<file path="src/design/ibfr_pkg.sv">
// Shared constants and types for the iBUS frame receiver.
`timescale 1ns / 1ps

package ibfr_pkg;

    localparam int FRAME_LEN   = 32;
    localparam int ADDR_W      = $clog2(FRAME_LEN);
    localparam int BYTE_W      = 8;
    localparam int SUM_W       = 16;
    localparam int CHANNELS    = 14;
    localparam int CH_W        = 4;
    localparam int VALUE_W     = 12;
    localparam int HI_BITS     = VALUE_W - BYTE_W;

    localparam logic [BYTE_W-1:0] START_BYTE  = 8'h20;
    localparam logic [BYTE_W-1:0] SECOND_BYTE = 8'h40;
    localparam logic [SUM_W-1:0]  SUM_INIT    = 16'hFFFF;

    // frame byte positions
    localparam logic [ADDR_W-1:0] POS_START   = ADDR_W'(0);
    localparam logic [ADDR_W-1:0] POS_SECOND  = ADDR_W'(1);
    localparam logic [ADDR_W-1:0] POS_CH0     = ADDR_W'(2);
    localparam logic [ADDR_W-1:0] POS_CHK_LO  = ADDR_W'(30);
    localparam logic [ADDR_W-1:0] POS_CHK_HI  = ADDR_W'(FRAME_LEN - 1);

    localparam logic [CH_W-1:0]   LAST_CH     = CH_W'(CHANNELS - 1);

    // command to the checksum accumulator
    typedef struct packed {
        logic              clr;
        logic              sub;
        logic [BYTE_W-1:0] data;
    } t_sum_cmd;

endpackage

</file>
<file path="src/design/ibfr_if.sv">
// Valid/ready channel interfaces for received bytes and decoded channels.
`timescale 1ns / 1ps

interface ibfr_in_if;
    logic                      valid;
    logic                      ready;
    logic [ibfr_pkg::BYTE_W-1:0] rx_byte;

    modport source (output valid, output rx_byte, input ready);
    modport sink   (input valid, input rx_byte, output ready);
endinterface

interface ibfr_out_if;
    logic                         valid;
    logic                         ready;
    logic [ibfr_pkg::CH_W-1:0]    channel_index;
    logic [ibfr_pkg::VALUE_W-1:0] channel_value;
    logic                         last;

    modport source (output valid, output channel_index, output channel_value,
                    output last, input ready);
    modport sink   (input valid, input channel_index, input channel_value,
                    input last, output ready);
endinterface

</file>
<file path="src/design/ibfr_ram.sv">
// Generic single-write, single-read RAM with registered read data.
`timescale 1ns / 1ps

module ibfr_ram #(
    parameter int WIDTH = 8,
    parameter int DEPTH = 32
) (
    input  logic                     i_clk,
    input  logic                     i_we,
    input  logic [$clog2(DEPTH)-1:0] i_waddr,
    input  logic [WIDTH-1:0]         i_wdata,
    input  logic [$clog2(DEPTH)-1:0] i_raddr,
    output logic [WIDTH-1:0]         o_rdata
);

    logic [WIDTH-1:0] r_mem [DEPTH];
    logic [WIDTH-1:0] r_rdata;

    always_ff @(posedge i_clk) begin
        if (i_we) begin
            r_mem[i_waddr] <= i_wdata;
        end
        r_rdata <= r_mem[i_raddr];
    end

    assign o_rdata = r_rdata;

endmodule

</file>
<file path="src/design/ibfr_sum.sv">
// Checksum accumulator: one shared subtractor over the summed frame bytes.
`timescale 1ns / 1ps

module ibfr_sum (
    input  logic                       i_clk,
    input  logic                       i_rst_n,
    input  ibfr_pkg::t_sum_cmd         i_cmd,
    output logic [ibfr_pkg::SUM_W-1:0] o_sum
);

    logic [ibfr_pkg::SUM_W-1:0] r_sum;
    logic [ibfr_pkg::SUM_W-1:0] n_sum;

    always_comb begin
        n_sum = r_sum;
        priority if (i_cmd.clr) begin
            n_sum = ibfr_pkg::SUM_INIT;
        end else if (i_cmd.sub) begin
            n_sum = r_sum - {{(ibfr_pkg::SUM_W - ibfr_pkg::BYTE_W){1'b0}}, i_cmd.data};
        end
    end

    always_ff @(posedge i_clk) begin
        if (!i_rst_n) begin
            r_sum <= ibfr_pkg::SUM_INIT;
        end else begin
            r_sum <= n_sum;
        end
    end

    assign o_sum = r_sum;

endmodule

</file>
<file path="src/design/ibfr_seq.sv">
// Frame sequencer: byte framing, checksum check and channel readout.
`timescale 1ns / 1ps

module ibfr_seq (
    input  logic                        i_clk,
    input  logic                        i_rst_n,
    ibfr_in_if.sink                     i_in,
    ibfr_out_if.source                  o_out,
    output ibfr_pkg::t_sum_cmd          o_sum_cmd,
    input  logic [ibfr_pkg::SUM_W-1:0]  i_sum,
    output logic                        o_we,
    output logic [ibfr_pkg::ADDR_W-1:0] o_waddr,
    output logic [ibfr_pkg::BYTE_W-1:0] o_wdata,
    output logic [ibfr_pkg::ADDR_W-1:0] o_raddr,
    input  logic [ibfr_pkg::BYTE_W-1:0] i_rdata
);

    localparam logic [1:0] ST_RECV  = 2'd0;
    localparam logic [1:0] ST_RD_LO = 2'd1;
    localparam logic [1:0] ST_RD_HI = 2'd2;
    localparam logic [1:0] ST_LOAD  = 2'd3;

    logic [1:0]                   r_state, n_state;
    logic [ibfr_pkg::ADDR_W-1:0]  r_pos, n_pos;
    logic [ibfr_pkg::CH_W-1:0]    r_ch, n_ch;
    logic [ibfr_pkg::BYTE_W-1:0]  r_chk_lo;
    logic [ibfr_pkg::BYTE_W-1:0]  r_lo;
    logic                         r_ovalid;
    logic [ibfr_pkg::CH_W-1:0]    r_oidx;
    logic [ibfr_pkg::VALUE_W-1:0] r_oval;
    logic                         r_olast;

    logic                         accept;
    logic                         load;
    logic [ibfr_pkg::ADDR_W-1:0]  lo_addr;
    logic [ibfr_pkg::ADDR_W-1:0]  hi_addr;
    logic [ibfr_pkg::BYTE_W-1:0]  rx;

    assign i_in.ready = (r_state == ST_RECV);
    assign accept     = i_in.valid && i_in.ready;
    assign rx         = i_in.rx_byte;

    // channel c sits at bytes 2c+2 (low) and 2c+3 (high)
    assign lo_addr = {r_ch, 1'b0} + ibfr_pkg::POS_CH0;
    assign hi_addr = {r_ch, 1'b1} + ibfr_pkg::POS_CH0;

    always_comb begin
        n_state   = r_state;
        n_pos     = r_pos;
        n_ch      = r_ch;
        o_sum_cmd = '0;
        o_sum_cmd.data = rx;
        o_we      = 1'b0;
        o_waddr   = r_pos;
        o_wdata   = rx;
        o_raddr   = lo_addr;
        load      = 1'b0;

        unique case (r_state)
            ST_RECV: begin
                if (accept) begin
                    priority if (r_pos == ibfr_pkg::POS_START) begin
                        if (rx == ibfr_pkg::START_BYTE) begin
                            o_we          = 1'b1;
                            o_sum_cmd.sub = 1'b1;
                            n_pos         = ibfr_pkg::POS_SECOND;
                        end
                    end else if (r_pos == ibfr_pkg::POS_SECOND &&
                                 rx != ibfr_pkg::SECOND_BYTE) begin
                        // restart the search
                        n_pos         = ibfr_pkg::POS_START;
                        o_sum_cmd.clr = 1'b1;
                    end else if (r_pos == ibfr_pkg::POS_CHK_HI) begin
                        n_pos         = ibfr_pkg::POS_START;
                        o_sum_cmd.clr = 1'b1;
                        if ({rx, r_chk_lo} == i_sum) begin
                            n_ch    = '0;
                            n_state = ST_RD_LO;
                        end
                    end else begin
                        o_we          = 1'b1;
                        o_sum_cmd.sub = (r_pos < ibfr_pkg::POS_CHK_LO);
                        n_pos         = r_pos + ibfr_pkg::ADDR_W'(1);
                    end
                end
            end
            ST_RD_LO: begin
                o_raddr = lo_addr;
                n_state = ST_RD_HI;
            end
            ST_RD_HI: begin
                o_raddr = hi_addr;
                n_state = ST_LOAD;
            end
            ST_LOAD: begin
                // hold the high-byte address so the read data stays put
                o_raddr = hi_addr;
                if (!r_ovalid || o_out.ready) begin
                    load = 1'b1;
                    if (r_ch == ibfr_pkg::LAST_CH) begin
                        n_state = ST_RECV;
                    end else begin
                        n_ch    = r_ch + ibfr_pkg::CH_W'(1);
                        n_state = ST_RD_LO;
                    end
                end
            end
            default: begin
                n_state = ST_RECV;
            end
        endcase
    end

    always_ff @(posedge i_clk) begin
        if (!i_rst_n) begin
            r_state  <= ST_RECV;
            r_pos    <= ibfr_pkg::POS_START;
            r_ch     <= '0;
            r_ovalid <= 1'b0;
        end else begin
            r_state <= n_state;
            r_pos   <= n_pos;
            r_ch    <= n_ch;
            if (load) begin
                r_ovalid <= 1'b1;
            end else if (o_out.ready) begin
                r_ovalid <= 1'b0;
            end
        end
    end

    always_ff @(posedge i_clk) begin
        if (accept && r_pos == ibfr_pkg::POS_CHK_LO) begin
            r_chk_lo <= rx;
        end
        if (r_state == ST_RD_HI) begin
            r_lo <= i_rdata;
        end
        if (load) begin
            r_oidx  <= r_ch;
            r_oval  <= {i_rdata[ibfr_pkg::HI_BITS-1:0], r_lo};
            r_olast <= (r_ch == ibfr_pkg::LAST_CH);
        end
    end

    assign o_out.valid         = r_ovalid;
    assign o_out.channel_index = r_oidx;
    assign o_out.channel_value = r_oval;
    assign o_out.last          = r_olast;

endmodule

</file>
<file path="src/design/ibus_frame_receiver_top.sv">
// Top level of the iBUS frame receiver.
`timescale 1ns / 1ps

// Receives serial bytes of 32-byte iBUS RC frames (0x20, 0x40, fourteen
// little-endian channel words, 16-bit checksum) and emits one result per
// channel, each value cut to 12 bits, with last set on channel 13. A frame
// with a wrong second byte restarts the search; a frame with a bad checksum
// is dropped silently. While a frame is being received the block takes one
// byte per cycle. After the final byte of a good frame it stops taking bytes
// until all 14 channels are read out, plus any output stall: each channel
// goes through a low byte read, a high byte read and an output load, set by
// the single read port of the frame RAM. A bad frame adds no pause.
module ibus_frame_receiver_top (
    input  logic       i_clk,
    input  logic       i_rst_n,
    ibfr_in_if.sink    i_in,
    ibfr_out_if.source o_out
);

    ibfr_pkg::t_sum_cmd          sum_cmd;
    logic [ibfr_pkg::SUM_W-1:0]  sum;
    logic                        we;
    logic [ibfr_pkg::ADDR_W-1:0] waddr;
    logic [ibfr_pkg::BYTE_W-1:0] wdata;
    logic [ibfr_pkg::ADDR_W-1:0] raddr;
    logic [ibfr_pkg::BYTE_W-1:0] rdata;

    ibfr_seq u_seq (
        .i_clk     (i_clk),
        .i_rst_n   (i_rst_n),
        .i_in      (i_in),
        .o_out     (o_out),
        .o_sum_cmd (sum_cmd),
        .i_sum     (sum),
        .o_we      (we),
        .o_waddr   (waddr),
        .o_wdata   (wdata),
        .o_raddr   (raddr),
        .i_rdata   (rdata)
    );

    ibfr_sum u_sum (
        .i_clk   (i_clk),
        .i_rst_n (i_rst_n),
        .i_cmd   (sum_cmd),
        .o_sum   (sum)
    );

    ibfr_ram #(
        .WIDTH (ibfr_pkg::BYTE_W),
        .DEPTH (ibfr_pkg::FRAME_LEN)
    ) u_ram (
        .i_clk   (i_clk),
        .i_we    (we),
        .i_waddr (waddr),
        .i_wdata (wdata),
        .i_raddr (raddr),
        .o_rdata (rdata)
    );

endmodule

</file>
<file path="src/flat_wrapper.sv">
// flat-port wrapper written by rule: the top's interface ports become plain ports
module ibus_frame_receiver_top_flat 
  (i_clk, i_rst_n, i_in_valid, i_in_rx_byte, i_in_ready, o_out_valid, o_out_channel_index, o_out_channel_value, o_out_last, o_out_ready);
  ibfr_in_if i_in_i ();
  ibfr_out_if o_out_i ();
  input  logic i_clk;
  input  logic i_rst_n;
  input wire logic [$bits(i_in_i.valid)-1:0] i_in_valid;
  input wire logic [$bits(i_in_i.rx_byte)-1:0] i_in_rx_byte;
  output wire logic [$bits(i_in_i.ready)-1:0] i_in_ready;
  output wire logic [$bits(o_out_i.valid)-1:0] o_out_valid;
  output wire logic [$bits(o_out_i.channel_index)-1:0] o_out_channel_index;
  output wire logic [$bits(o_out_i.channel_value)-1:0] o_out_channel_value;
  output wire logic [$bits(o_out_i.last)-1:0] o_out_last;
  input wire logic [$bits(o_out_i.ready)-1:0] o_out_ready;
  assign i_in_i.valid = i_in_valid;
  assign i_in_i.rx_byte = i_in_rx_byte;
  assign i_in_ready = i_in_i.ready;
  assign o_out_valid = o_out_i.valid;
  assign o_out_channel_index = o_out_i.channel_index;
  assign o_out_channel_value = o_out_i.channel_value;
  assign o_out_last = o_out_i.last;
  assign o_out_i.ready = o_out_ready;
  ibus_frame_receiver_top u_core (.i_clk(i_clk), .i_rst_n(i_rst_n), .i_in(i_in_i), .o_out(o_out_i));
endmodule
</file>
<file path="config.mk">
export PLATFORM = sky130hd
export DESIGN_NAME = ibus_frame_receiver_top_flat
export DESIGN_NICKNAME = d
export VERILOG_FILES = /design/src/design/ibfr_pkg.sv /design/src/design/ibfr_if.sv /design/src/design/ibfr_ram.sv /design/src/design/ibfr_sum.sv /design/src/design/ibfr_seq.sv /design/src/design/ibus_frame_receiver_top.sv /design/src/flat_wrapper.sv
export SDC_FILE = /design/constraint.sdc
export NUM_CORES = 1
export LEC_CHECK = 0
export BUFFER_PORTS_ARGS = -buffer_cell sky130_fd_sc_hd__buf_2
export CAP_MARGIN = 20
export CORE_MARGIN = 2
export CORE_UTILIZATION = 65
export DETAILED_ROUTE_END_ITERATION = 12
export HOLD_SLACK_MARGIN = 0.08
export PLACE_DENSITY = 0.86
export SLEW_MARGIN = 30
export SYNTH_ARGS = -nofsm -noshare
export SYNTH_HDL_FRONTEND = slang
export SYNTH_SLANG_ARGS = --single-unit
</file>
<file path="constraint.sdc">
create_clock -name i_clk -period 7.92 [get_ports i_clk]
set_input_delay 0.396 -clock i_clk [delete_from_list [all_inputs] [get_ports i_clk]]
set_output_delay 0.396 -clock i_clk [all_outputs]
set_load 0.05 [all_outputs]
</file>
==> results.yml, run 1 <==
outcome:
  status: "completed"
placed_design:
  hpwlAfterDp_mm: 17.3
  numPortBuffers: 30
  dpl_worst_slack_ps: 4210
  finalWeightedCongestion: 0.825
layout:
  drive_gt1_share_pct: 27.0
  nets: 774
  diodes: 0
  area_delta_synth_final_pct: 11.5
clock_tree:
  path_clk_slew_ps: 60
  cts-buffers-inserted: 31
  ctsHtreeMaxLevel: 1
  postCtsSetupBuffers: 0
  cts_buffer_depth: 3
  clk_latency_ps: 580
  cts_hold_buffers: 0
  clock_sinks: 325
  clock_tree.root_cell: "clkbuf_16"
  cts_tree: "yes"
  cts_resized: 0
yosys:
  async_flop_share_pct: 0
  syn_area_per_cell_sq_um: 18.9
  netlist_top_cells_count: "edfxtp_1, mux4_2, nor2_1"
  synth_most_common_cell: "edfxtp_1"
  synth.cell_area_sq_um: 13100
  yosysTopAreaCell: "edfxtp_1"
  synth-main-ff-cell: "edfxtp_1"
  ys_types: 60
  postSynthCellCount: 695
  synth_nets: 726
  synth_top_area_share_pct: 66.2
  synth-seq-cells: 325
  synthTopCellsByArea: "edfxtp_1, mux4_2, dfxtp_1"
  synth-edff-count: 289
  seq_area_frac_synth_pct: 71.7
  yosys_warnings: 0
drt:
  wl_per_cell_microns: 28.7
  num_vias: 7129
  drt-pass1-iter-count: 5
  ant_nets: 0
  route.detailed.drc: 0
  drt_iter0_markers: 847
  via_per_inst: 6.91
  routed_wl_mm: 29.7
critical_path:
  path_cells: "inv_1, ha_1, nor2_4, buf_6, mux4_2, mux4_2, mux2_2"
  crit_path_end_kind: "register"
  critPathRequiredTime_ps: 8380
  cp_slowest_stage_delay_ps: 680
  arrival_ps: 4200
  path_class: "register to register"
  crit_path_top_delay_cell: "buf_6"
  cpMostUsedCell: "mux4_2"
  reg2reg_depth: 7
  startpoint_type: "register"
  critPathMaxFanout: 54
pwr:
  powerDensity_nw_per_um2: 230
  power.switching_mw: 0.679
  pwr-share-seq_pct: 55.4
  p_int_mw: 2.68
  comb_power_share_pct: 1.7
  switching_share_pct: 20.2
  peakVddDrop_v: 0.000154
  clkPwrFrac_pct: 42.9
  p_leak_nw: 4.74
grt:
  grt-ovfl-total: 0
  grt_usage_pct: 28.6
  grt_antenna_before_repair: 0
  grt_pass1_wl_mm: 45.0
  grt_pass1_vias: 7136
  grt_max_degree: 71
sta:
  setup_violations: 0
  clock_skew_ps: 26.5
  max_slew_margin_pct: 34.1
  finalMaxSlewViolations: 0
  timing_hold_violations_final: 0
  fin_crit_sh_pct: 47.1
  fin_ws_ps: 4190
  grt_setup_unrepaired: "false"
  max_freq_mhz: 268
  finalSetupTns_ps: 0
  worst_pin_slew_ps: 985
  finalCriticalPeriod_ps: 3730
hold_path:
  holdPathStages: 3
  hp-class: "input port to register"
die:
  die_h_microns: 146
  start_util_pct: 66.7
  die_w_microns: 146
  fp.coreArea_sq_um: 19700
  die_area_sq_um: 21300
  fp-row-count: 51
  io_pins: 31
job:
  cap_violations: 0
## sequential cells by signal, summed over array words and instances, names as in the netlist, 2 cells and up
| register | flops |
|---|---|
| u_core.u_ram.r_mem | 256 |
| u_core.u_sum.o_sum | 16 |
| u_core.u_seq.o_out.channel_value | 12 |
| u_core.u_ram.o_rdata | 8 |
| u_core.u_seq.r_chk_lo | 8 |
| u_core.u_seq.r_lo | 8 |
| u_core.u_seq.o_waddr | 5 |
| u_core.u_seq.o_out.channel_index | 4 |
| u_core.u_seq.r_ch | 4 |
| u_core.u_seq.r_state | 2 |
## layout by cell type, fill, tap and decap left out, types with 4 or more instances in the layout
master,Yosys,final
nor4_1,6,6
nor2_1,38,26
nor2_2,1,12
o21ai_0,9,9
or3_1,6,6
ha_1,18,18
nand3_1,9,9
o31a_1,4,4
nand2_1,21,21
inv_1,16,16
mux2_2,8,8
edfxtp_1,289,289
o211ai_1,5,5
clkbuf_16,0,31
o21a_1,5,5
and3_1,6,6
o31ai_1,6,6
mux2i_1,6,6
a21oi_1,7,7
clkinv_2,0,6
buf_2,10,30
nor2b_1,9,9
dfxtp_1,36,35
clkbuf_1,14,8
nand3b_1,10,10
mux4_2,80,80
nor3_1,9,6
buf_4,1,12
xor2_1,17,16
## per-stage QoR
step                instances  hold WS, ps  cell area (sq um)  util (%)  power [mW]
floorplan                 695          386              13100         -        1.92
global placement          971          402              13500      68.9        1.95
detailed placement        974          407              13600      69.2        1.95
CTS                      1031          232              14600      74.1        3.36
global route             1032          253              14600      74.4        3.44
finish                   1032          252              14600      74.4        3.36
## kinds of logic (layout without fill, tap and decap cells)
kind of cell,after synthesis,count (layout),synth area share [%]
XOR/XNOR,19,19,1.27
multiplexers,94,94,14.9
AO/OA/AOI/OAI,57,57,3.13
flip-flops,325,325,71.7
adder cells (fa/ha/maj),19,19,1.87
AND/OR/NAND/NOR,136,136,5.63
buffers and inverters,45,117,1.48
## final timing paths
path                                              from                                       endpoint  slack (ps)
setup / recovery  u_core.u_seq.r_state[0]$_SDFFE_PN0P_                u_core.u_ram.o_rdata[3]$_DFF_P_        4190
hold / removal                             o_out_ready          u_core.u_seq.o_out.valid$_SDFFE_PN0P_         250
setup reg to reg  u_core.u_seq.r_state[0]$_SDFFE_PN0P_                u_core.u_ram.o_rdata[3]$_DFF_P_        4190
hold reg to reg         u_core.u_seq.r_lo[2]$_DFFE_PP_  u_core.u_seq.o_out.channel_value[2]$_DFFE_PP_         420
## power groups by stage
stage	Sequential (mW)	Clock (mW)	Combinational (mW)
floorplan	1.90	0	0.0216
global placement	1.90	0	0.0500
detailed placement	1.90	0	0.0544
CTS	1.86	1.45	0.0548
global route	1.86	1.52	0.0606
finish	1.86	1.44	0.0557
## area by class of cell
class	instances	area, sq um
well taps	265	332
flip-flops and latches	325	9400
multi-input cells	325	3570
inverters	16	60.1
clock inverters	16	143
repair buffers	44	279
clock buffers	41	833
fillers	1080	5040
## layer usage
layer / share of wire (%) / vias up / track usage, %
li1: - / 2913 / -
met1: 37 / 3614 / 39.6
met2: 51 / 528 / 47.9
met3: 9.2 / 74 / 3.79
met4: 3.2 / 0 / 10.1
met5: 0 / - / 0
## critical path, delay by kind of cell, from the launching register on
family | cells | cell delay [ps]
adder cells (fa/ha/maj) | 1 | 430
buffers and inverters | 2 | 810
flip-flops | 1 | 360
multiplexers | 3 | 1480
AND/OR/NAND/NOR | 1 | 520
Note: power is estimated with default switching activity, not from simulation.
==> inputs of run 2 (changes only) <==
Settings changed: CORE_UTILIZATION 65 to 56, PLACE_DENSITY 0.86 to 0.79.
Clock period 7.92 ns to 3.05 ns, I/O delays scaled along.
==> run 2 against run 1 <==
Compared with the run above: the run now ends with setup timing left; sequential power increased to 2.6 times the previous value; final area increased by 2.0%; first-iteration DRC count decreased by 8.5%; cell count increased by 7.1%; combinational power increased to 2.9 times the previous value; sequential cell count unchanged; critical path depth unchanged; worst setup slack got worse by 4300 ps; core utilization decreased by 8.9 points; critical endpoint is now u_core.u_ram.r_mem[8][5]$_DFFE_PP_; largest cell class unchanged; highest routed layer unchanged.
==> results.yml, run 2 (synthesis gave the netlist of run 1 again) <==
drt:
  via_per_inst: 6.37
  num_vias: 7041
  drt-pass1-iter-count: 6
  drt_iter0_markers: 775
  route.detailed.drc: 0
  wl_per_cell_microns: 24.9
  ant_nets: 0
  routed_wl_mm: 27.5
critical_path:
  crit_path_top_delay_cell: "nor2_1"
  path_class: "register to register"
  critPathMaxFanout: 8
  cpMostUsedCell: "nor2_1"
  worst-path-buf-inv: 1
  critPathRequiredTime_ps: 3230
  startpoint_type: "register"
  r2r_end: "u_core.u_ram.r_mem[8][5]$_DFFE_PP_"
  path_delay_family: "simple AND/OR/NAND/NOR gates"
  reg2reg_depth: 7
  arrival_ps: 3300
  ff2ff_setup_slack_ps: -70
  cp_slowest_stage_delay_ps: 680
  crit_path_end_kind: "register"
  r2r-start: "u_core.u_seq.o_waddr[1]$_SDFFE_PN0P_"
  path_cells: "inv_1, ha_1, or4b_4, o21a_2, nor2_1, nand2_1, nor2_1"
placed_design:
  dpl_worst_slack_ps: 65.0
  placed_cell_area_sq_um: 13800
  hpwlAfterDp_mm: 18.0
  numPortBuffers: 30
  finalWeightedCongestion: 0.888
pwr:
  powerDensity_nw_per_um2: 585
  p_leak_nw: 4.87
  peakVddDrop_v: 0.000327
  total_power_mw: 8.72
grt:
  grt_usage_pct: 23.1
  grt-ovfl-total: 0
  grt_antenna_before_repair: 0
  grt_max_degree: 70
  grt_pass1_vias: 7077
  grt_pass1_wl_mm: 42.3
clock_tree:
  path_clk_slew_ps: 60
  cts_buffer_depth: 3
  ctsHtreeMaxLevel: 1
  clock_sinks: 325
  clk_latency_ps: 550
  cts_tree: "yes"
  clock_tree.root_cell: "clkbuf_16"
  cts-buffers-inserted: 31
layout:
  final_area_sq_um: 14900
  registers.top_by_ff_count: "u_core.u_ram.r_mem"
  area_delta_synth_final_pct: 13.7
  diodes: 0
  layout_commonest_cell: "edfxtp_1"
  finish.utilization_pct: 65.4
  nets: 799
  largest_register_ffs: 256
  mostFrequentLayoutCells: "edfxtp_1, mux4_2, dfxtp_1"
  drive_gt1_share_pct: 28.2
die:
  die_w_microns: 157
  die_area_sq_um: 24600
  fp.coreArea_sq_um: 22800
  start_util_pct: 57.5
  fp-row-count: 55
  die_h_microns: 157
  io_pins: 31
sta:
  timing_hold_violations_final: 0
  finalMaxSlewViolations: 0
  fin_ws_ps: -73.2
  fin_crit_sh_pct: 102
  max_freq_mhz: 320
  grt_setup_unrepaired: "true"
  clock_skew_ps: 13.4
  max_slew_margin_pct: 46.6
  setup_violations: 32
  worst_pin_slew_ps: 792
  finalCriticalPeriod_ps: 3120
hold_path:
  holdPathStages: 2
  hp-class: "input port to register"
  min_to: "u_core.u_seq.r_chk_lo[6]$_DFFE_PP_"
  min-delay-start: "i_in_rx_byte[6]"
job:
  cap_violations: 0
outcome:
  status: "finished with violations"
  violations: "setup timing"
run 2: cell count changes in the layout (fill, tap and decap cells not counted), sizes merged:
cell,before,now
buf,44,64
bufinv,2,3
clkbuf,41,40
dlygate4sd3,0,5
run 2: repair_timing:
action,in CTS,in global routing
setup buffers,0,0
hold buffers,5,0
endpoints found under the setup margin,0,147
gates resized for setup,0,12
hold endpoints to repair,29,0
run 2: worst reg2reg max path, cell delays in order (launching register included):
cell     delay (ps)
dfxtp_1         370
inv_1           140
ha_1            200
or4b_4          520
o21a_2          160
nor2_1          280
nand2_1         410
nor2_1          680
run 2: per-stage QoR:
step | hold WS [ps] | instances | setup TNS (ps)
3_3_place_gp | 405 | 1043 | 0
2_1_floorplan | 251 | 695 | 0
3_5_place_dp | 406 | 1043 | 0
5_1_grt | 125 | 1105 | -5670
6_report | 137 | 1105 | -1060
4_1_cts | 122 | 1105 | 0
run 2: final cells by class:
| cell class | instances | area (sq um) |
|---|---|---|
| clock buffers | 40 | 820 |
| fillers | 1471 | 7880 |
| well taps | 313 | 392 |
| inverters | 16 | 60.1 |
| repair buffers | 69 | 505 |
| multi-input cells | 325 | 3550 |
| flip-flops and latches | 325 | 9400 |
| clock inverters | 17 | 170 |
run 2: power by group:
group / leakage (nW) / internal (mW) / switching, mW
logic: 1.49 / 0.0448 / 0.118
registers: 2.90 / 4.83 / 0.000962
clock network: 0.482 / 2.15 / 1.57
total: 4.87 / 7.03 / 1.69
run 2: worst max path at each step:
stage / from / depth (start not counted) / slack (ps) / endpoint
after floorplan: u_core.u_seq.r_state[0]$_SDFFE_PN0P_ / 7 / 90 / u_core.u_ram.r_mem[15][0]$_DFFE_PP_
after global placement: u_core.u_seq.o_waddr[0]$_SDFFE_PN0P_ / 7 / 220 / u_core.u_ram.r_mem[28][6]$_DFFE_PP_
after detailed placement: u_core.u_seq.o_waddr[1]$_SDFFE_PN0P_ / 7 / 70 / u_core.u_ram.r_mem[22][5]$_DFFE_PP_
after CTS: u_core.u_seq.o_waddr[1]$_SDFFE_PN0P_ / 7 / 20 / u_core.u_ram.r_mem[22][5]$_DFFE_PP_
after global routing: u_core.u_seq.o_waddr[1]$_SDFFE_PN0P_ / 7 / -140 / u_core.u_ram.r_mem[10][4]$_DFFE_PP_
final: u_core.u_seq.o_waddr[1]$_SDFFE_PN0P_ / 7 / -70 / u_core.u_ram.r_mem[8][5]$_DFFE_PP_
run 2: per-layer routing:
layer / wire (microns) / vias to the layer above / part of all wire, % / track usage, %
met2: 13700 / 398 / 50 / 38.6
met4: 549 / 0 / 2.0 / 5.59
met5: 0 / - / 0 / 0
met3: 2340 / 61 / 8.5 / 4.05
met1: 10900 / 3620 / 40 / 32.2
li1: - / 2962 / - / -
